### src/hdl/fmt_pkg.sv
package fmt_pkg;

   localparam int unsigned WordWidth = 32;
   localparam int unsigned FracWidth = 23;
   localparam int unsigned ExpWidth  = 8;
   localparam int unsigned SigWidth  = FracWidth + 1;
   localparam int unsigned ProdWidth = 2 * SigWidth;
   localparam int unsigned LeadWidth = 6;
   localparam int unsigned ExpCalcWidth = 11;
   localparam logic [ExpWidth-1:0] ExpMax = 8'hFF;
   localparam int ExpBias = 127;
   localparam int LeadRef = 46;
   localparam logic [WordWidth-1:0] QnanBits = 32'h7FC0_0000;
   localparam int unsigned DefaultDepth = 2;

   // special-case summary decoded in the first stage
   typedef struct packed {
      logic nan;
      logic inf;
      logic zero;
      logic sign;
   } special_type;

   // stage 1 to stage 2 payload
   typedef struct packed {
      special_type            spec;
      logic [SigWidth-1:0]    sig_a;
      logic [SigWidth-1:0]    sig_b;
      logic signed [ExpCalcWidth-1:0] expo;
   } unpack_type;

   // stage 2 to stage 3 payload
   typedef struct packed {
      special_type            spec;
      logic [ProdWidth-1:0]   prod;
      logic signed [ExpCalcWidth-1:0] expo;
   } prod_type;

endpackage

### src/hdl/fp32_multiplier_truncating_top.sv
// Truncating binary32 multiplier, three-stage pipeline.
// Input channel: req_valid/req_ready with req_operand_a and req_operand_b.
// Result channel: rsp_valid/rsp_ready with rsp_product, one result per
// transaction, delivered in order.
// Three register stages (unpack, 24x24 multiply, normalize/pack); an
// accepted transaction passes through them in that order, and rsp_valid
// rises once it is held in the normalize/pack register.
// Throughput: one transaction per cycle while rsp_ready stays high.
// No rounding: fraction bits below the result are dropped. NaN inputs and
// infinity times zero give 0x7FC00000. Underflow flushes to signed zero,
// overflow saturates to signed infinity.
// Reset (synchronous, active high) clears all stage valid bits; no
// transaction is held afterwards.
// When the receiver stalls, the whole pipeline holds: req_ready follows
// rsp_ready or an empty output stage, so nothing is lost or repeated.
module fp32_multiplier_truncating_top (
   input  logic        clock,
   input  logic        reset,
   input  logic        req_valid,
   output logic        req_ready,
   input  logic [31:0] req_operand_a,
   input  logic [31:0] req_operand_b,
   output logic        rsp_valid,
   input  logic        rsp_ready,
   output logic [31:0] rsp_product
);

   logic                v1, v2;
   fmt_pkg::unpack_type d1;
   fmt_pkg::prod_type   d2;
   logic                advance;

   // advance when the output stage is empty or being taken
   assign advance   = rsp_ready || !rsp_valid;
   assign req_ready = advance;

   fmt_unpack u_unpack (
      .clock(clock), .reset(reset), .advance(advance),
      .in_valid(req_valid), .in_a(req_operand_a), .in_b(req_operand_b),
      .out_valid(v1), .out_data(d1)
   );

   fmt_mult u_mult (
      .clock(clock), .reset(reset), .advance(advance),
      .in_valid(v1), .in_data(d1), .out_valid(v2), .out_data(d2)
   );

   fmt_norm u_norm (
      .clock(clock), .reset(reset), .advance(advance),
      .in_valid(v2), .in_data(d2), .out_valid(rsp_valid), .out_word(rsp_product)
   );

`ifndef SYNTHESIS
   a_hold: assert property (@(posedge clock) disable iff (reset)
      rsp_valid && !rsp_ready |=> rsp_valid && $stable(rsp_product))
      else $error("result changed while stalled");
   a_flow: assert property (@(posedge clock) disable iff (reset)
      req_valid && req_ready |-> ##3 rsp_valid || !$past(advance, 1)
         || !$past(advance, 2) || !advance)
      else $error("transaction lost in pipeline");
   a_ready: assert property (@(posedge clock) disable iff (reset)
      !rsp_valid |-> req_ready)
      else $error("input blocked with empty output");
`endif

endmodule

### src/hdl/fmt_unpack.sv
module fmt_unpack (
   input  logic                               clock,
   input  logic                               reset,
   input  logic                               advance,
   input  logic                               in_valid,
   input  logic [fmt_pkg::WordWidth-1:0]      in_a,
   input  logic [fmt_pkg::WordWidth-1:0]      in_b,
   output logic                               out_valid,
   output fmt_pkg::unpack_type                out_data
);

   logic                valid_ff;
   fmt_pkg::unpack_type data_ff, data_in;

   // decode specials, form significands and the biased exponent sum
   always_comb begin
      logic [fmt_pkg::ExpWidth-1:0]  ea, eb;
      logic [fmt_pkg::FracWidth-1:0] fa, fb;
      logic a_nan, b_nan, a_inf, b_inf, a_zero, b_zero;
      logic [fmt_pkg::ExpWidth-1:0]  ea_eff, eb_eff;
      ea = in_a[fmt_pkg::WordWidth-2 -: fmt_pkg::ExpWidth];
      eb = in_b[fmt_pkg::WordWidth-2 -: fmt_pkg::ExpWidth];
      fa = in_a[fmt_pkg::FracWidth-1:0];
      fb = in_b[fmt_pkg::FracWidth-1:0];
      a_nan  = (ea == fmt_pkg::ExpMax) && (fa != '0);
      b_nan  = (eb == fmt_pkg::ExpMax) && (fb != '0);
      a_inf  = (ea == fmt_pkg::ExpMax) && (fa == '0);
      b_inf  = (eb == fmt_pkg::ExpMax) && (fb == '0);
      a_zero = (ea == '0) && (fa == '0);
      b_zero = (eb == '0) && (fb == '0);
      ea_eff = (ea == '0) ? 8'd1 : ea;
      eb_eff = (eb == '0) ? 8'd1 : eb;
      data_in.spec.sign = in_a[fmt_pkg::WordWidth-1] ^ in_b[fmt_pkg::WordWidth-1];
      data_in.spec.nan  = a_nan || b_nan || (a_inf && b_zero) || (a_zero && b_inf);
      data_in.spec.inf  = a_inf || b_inf;
      data_in.spec.zero = a_zero || b_zero;
      data_in.sig_a = {(ea != '0), fa};
      data_in.sig_b = {(eb != '0), fb};
      data_in.expo  = $signed({3'b000, ea_eff}) + $signed({3'b000, eb_eff})
                      - 11'sd127;
   end

   // advance the stage when downstream moves
   always_ff @(posedge clock) begin
      if (reset) begin
         valid_ff <= 1'b0;
      end else if (advance) begin
         valid_ff <= in_valid;
      end
      if (advance) begin
         data_ff <= data_in;
      end
   end

   assign out_valid = valid_ff;
   assign out_data  = data_ff;

endmodule

### src/hdl/fmt_mult.sv
module fmt_mult (
   input  logic                clock,
   input  logic                reset,
   input  logic                advance,
   input  logic                in_valid,
   input  fmt_pkg::unpack_type in_data,
   output logic                out_valid,
   output fmt_pkg::prod_type   out_data
);

   logic              valid_ff;
   fmt_pkg::prod_type data_ff;

   // multiply significands, 24x24
   always_ff @(posedge clock) begin
      if (reset) begin
         valid_ff <= 1'b0;
      end else if (advance) begin
         valid_ff <= in_valid;
      end
      if (advance) begin
         data_ff.spec <= in_data.spec;
         data_ff.expo <= in_data.expo;
         data_ff.prod <= in_data.sig_a * in_data.sig_b;
      end
   end

   assign out_valid = valid_ff;
   assign out_data  = data_ff;

endmodule

### src/hdl/fmt_norm.sv
module fmt_norm (
   input  logic                          clock,
   input  logic                          reset,
   input  logic                          advance,
   input  logic                          in_valid,
   input  fmt_pkg::prod_type             in_data,
   output logic                          out_valid,
   output logic [fmt_pkg::WordWidth-1:0] out_word
);

   logic                          valid_ff;
   logic [fmt_pkg::WordWidth-1:0] word_ff, word_in;

   // find the leading one, shift, then clamp the exponent
   always_comb begin
      logic [fmt_pkg::LeadWidth-1:0]     lead;
      logic [fmt_pkg::ProdWidth-1:0]     shifted;
      logic signed [fmt_pkg::ExpCalcWidth-1:0] expo;
      lead = '0;
      for (int k = 0; k < fmt_pkg::ProdWidth; k++) begin
         if (in_data.prod[k]) lead = fmt_pkg::LeadWidth'(k);
      end
      // left-align leading one at the top bit
      shifted = in_data.prod << (6'(fmt_pkg::ProdWidth - 1) - lead);
      expo = in_data.expo + $signed({5'b00000, lead}) - 11'sd46;
      if (in_data.spec.nan) begin
         word_in = fmt_pkg::QnanBits;
      end else if (in_data.spec.inf) begin
         word_in = {in_data.spec.sign, fmt_pkg::ExpMax, 23'd0};
      end else if (in_data.spec.zero) begin
         word_in = {in_data.spec.sign, 31'd0};
      end else if (expo >= 11'sd255) begin
         word_in = {in_data.spec.sign, fmt_pkg::ExpMax, 23'd0};
      end else if (expo <= 11'sd0) begin
         word_in = {in_data.spec.sign, 31'd0};
      end else begin
         word_in = {in_data.spec.sign, expo[fmt_pkg::ExpWidth-1:0],
                    shifted[fmt_pkg::ProdWidth-2 -: fmt_pkg::FracWidth]};
      end
   end

   always_ff @(posedge clock) begin
      if (reset) begin
         valid_ff <= 1'b0;
      end else if (advance) begin
         valid_ff <= in_valid;
      end
      if (advance) begin
         word_ff <= word_in;
      end
   end

   assign out_valid = valid_ff;
   assign out_word  = word_ff;

endmodule
### config.mk
export PLATFORM = sky130hd
export DESIGN_NAME = fp32_multiplier_truncating_top
export DESIGN_NICKNAME = d
export VERILOG_FILES = /design/src/hdl/fmt_pkg.sv /design/src/hdl/fp32_multiplier_truncating_top.sv /design/src/hdl/fmt_unpack.sv /design/src/hdl/fmt_mult.sv /design/src/hdl/fmt_norm.sv
export SDC_FILE = /design/constraint.sdc
export NUM_CORES = 2
export LEC_CHECK = 0
export BUFFER_PORTS_ARGS = -buffer_cell sky130_fd_sc_hd__buf_4
export CAP_MARGIN = 25
export CORE_MARGIN = 1
export CORE_UTILIZATION = 65
export CTS_CLUSTER_DIAMETER = 60
export DETAILED_ROUTE_END_ITERATION = 16
export PLACE_DENSITY = 0.83
export SYNTH_ARGS = -nofsm -noshare
export SYNTH_HDL_FRONTEND = slang
export SYNTH_SLANG_ARGS = --single-unit
### constraint.sdc
create_clock -name clock -period 12.4 [get_ports clock]
set_clock_uncertainty 0.15 [all_clocks]
set_input_delay 1.86 -clock clock [delete_from_list [all_inputs] [get_ports clock]]
set_output_delay 1.86 -clock clock [all_outputs]
set_load 0.05 [all_outputs]
==> impl_metrics.ini <==
[critical_path]
cp.arrival_ps = 8940
critPathMaxFanout = 24
critPathKind = register to register
cp-end-kind = register
start_kind = register
cp.required_ps = 12500

[yosys]
synth_area_um2 = 27400
synth_flop_cell = edfxtp_1
yosys_warnings = 0
synth_cells = 2863
yosysTopAreaCell = fa_1
ys_seq_area_share_pct = 17.6
synth.net_count = 3613
synth.top_cell.area_share_pct = 35.4
ys_ff_latch = 161
yosysUniqueCellTypes = 79
ys_async_sr_fraction_pct = 0
avgSynthCellArea_um2 = 9.56
synth.area.top_cells = fa_1, edfxtp_1, ha_1
synth_edf_count = 158

[sta]
whs_ps = 271
finalHoldViolations = 0
min_period_ps = 8830
worst_slew_pin_slew_ps = 1170
setup_tns_ps = 0
timing.final.crit_share_pct = 71.2
slew_viol_final = 0
setup_violations = 0
max_freq_ghz = 0.113
max-slew-margin-rel_pct = 22.2
rsz0062_at_grt = false

[floorplan]
rows = 74
start_util_pct = 66.4
pin_count = 102
die_width_um = 207
die-height_um = 207
die-area_um2 = 42900
core_um2 = 41200

[global_routing]
grt_usage_pct = 36.4
grt_pass1_wl_mm = 119
grt_pass1_vias = 22506
grt_max_degree = 67
grt.overflow.total = 0
antenna_found_initial = 2

[drt]
avgRoutedWirePerCell_um = 22.0
drc = 0
drt_iter0_drc = 2235
drt-total-wl_mm = 75.1
drtPass1Iterations = 6
vias = 21122
ant_nets = 0
via_per_inst = 6.18

[job]
drv_cap = 0

[placement]
dp.cells = 3378
port_buffers = 101
gp_congestion = 0.959
dpl.hpwl_mm = 57.1

[finish]
fin_nets = 3624
drive_gt1_share_pct = 7.31
fin_cells = 3420
area_delta_synth_final_pct = 6.77

[clocking]
ctsResizeCount = 0
cts-root-buf = clkbuf_16
clk_pin_slew_ps = 70
cts.htree.levels = 4
cts_setup_buffers = 0
clockBufferDepth = 2
ctsHoldBuffers = 0
insertion_delay_ps = 510
cts_sinks = 161
cts_tree = built
cts_buffers = 17

[min_path]
hold_path_class = register to register

[status]
status = finished, final reports clean
==> through the flow <==
step                      util, %  area (µm²)  worst slack [ps]
after floorplan                 -       27400              4300
after global placement       68.8       28300              3830
after detailed placement     68.9       28400              3620
after CTS                    70.4       29000              3620
after global routing         70.9       29200              3250
final                        70.9       29200              3570
==> kinds of logic after synthesis <==
family	Yosys count	share of synthesized area [%]
AOI/OAI and AO/OA	291	7.16
xor gates and xnor gates	58	1.86
adders and majority gates	682	44.5
buffers and inverters	674	9.56
DFF	161	17.6
muxes	109	4.12
and+or+nand+nor	888	15.3
==> cell type report <==
class	instances	area [µm²]
diodes	1	2.50
inverters	530	1990
fillers	2954	12000
well taps	532	666
multi-input cells	2028	20000
clock buffers	17	425
repair buffers	136	1190
flip-flops and latches	161	4800
clock inverters	15	178
==> final timing paths <==
path / start / end / slack, ps / depth (start not counted)
worst max register to register: u_unpack.out_data[17] / u_mult.out_data[58] / 3570 / 23
worst min register to register: u_unpack.out_data[59] / u_mult.out_data[59] / 270 / 0
worst max-delay path: u_unpack.out_data[17] / u_mult.out_data[58] / 3570 / 23
worst min-delay path: u_unpack.out_data[59] / u_mult.out_data[59] / 270 / 0
==> critical path, cell delays in order, from the launching register on <==
cell	delay, ps
edfxtp_1	1070
nand2_1	210
fa_1	590
inv_1	60
fa_1	530
fa_1	440
fa_1	490
fa_1	550
inv_1	50
fa_1	470
inv_1	50
fa_1	430
ha_1	340
a21o_1	190
a2111oi_1	1020
o21a_1	190
o21a_1	110
o31ai_1	180
o31ai_2	390
o31a_2	240
nor3_1	80
a2111oi_2	440
o21ai_1	160
xnor2_1	150
==> cells in the mapped netlist (all sizes together) (25+ instances only) <==
master	count
inv	529
fa	484
nor4	28
nor2	98
xnor2	37
ha	198
clkbuf	125
a21oi	74
mux2i	84
nand2	441
and2	204
o21ai	57
nor3	32
mux2	25
a21o	34
edfxtp	158
==> layer usage <==
layer	wire [µm]	up-vias	track usage (%)
li1	-	9057	-
met1	28000	10466	46.4
met2	35300	1279	58.2
met3	7100	318	7.05
met4	4650	2	21.7
met5	8	-	0
==> flip-flops by register name, summed over array words and instances, names as in the netlist <==
register / count
u_unpack.out_valid: 1
u_unpack.out_data: 63
u_norm.out_word: 32
u_mult.out_data: 63
u_norm.out_valid: 1
u_mult.out_valid: 1
==> layout by cell type (no fill, tap or decap), drive strengths merged, types with 5 or more instances in the layout <==
master	n
nand2	441
nor2	98
ha	198
a21oi	74
o21ai	57
nor2b	14
and2	204
xor2	21
a2111oi	9
fa	484
o31ai	10
o2111ai	5
o211ai	10
nor4	28
buf	136
xnor2	37
inv	537
clkbuf	17
mux2i	84
nor3	32
a31oi	9
and3	5
o21bai	6
nand2b	14
clkinv	8
o21a	18
nand4	13
edfxtp	158
a21o	34
mux2	25
or4	5
a211oi	18
nand3	20
Power is left out: the tool's default activity adds up to more than one toggle a clock period on the data nets, which glitch-free logic cannot reach.
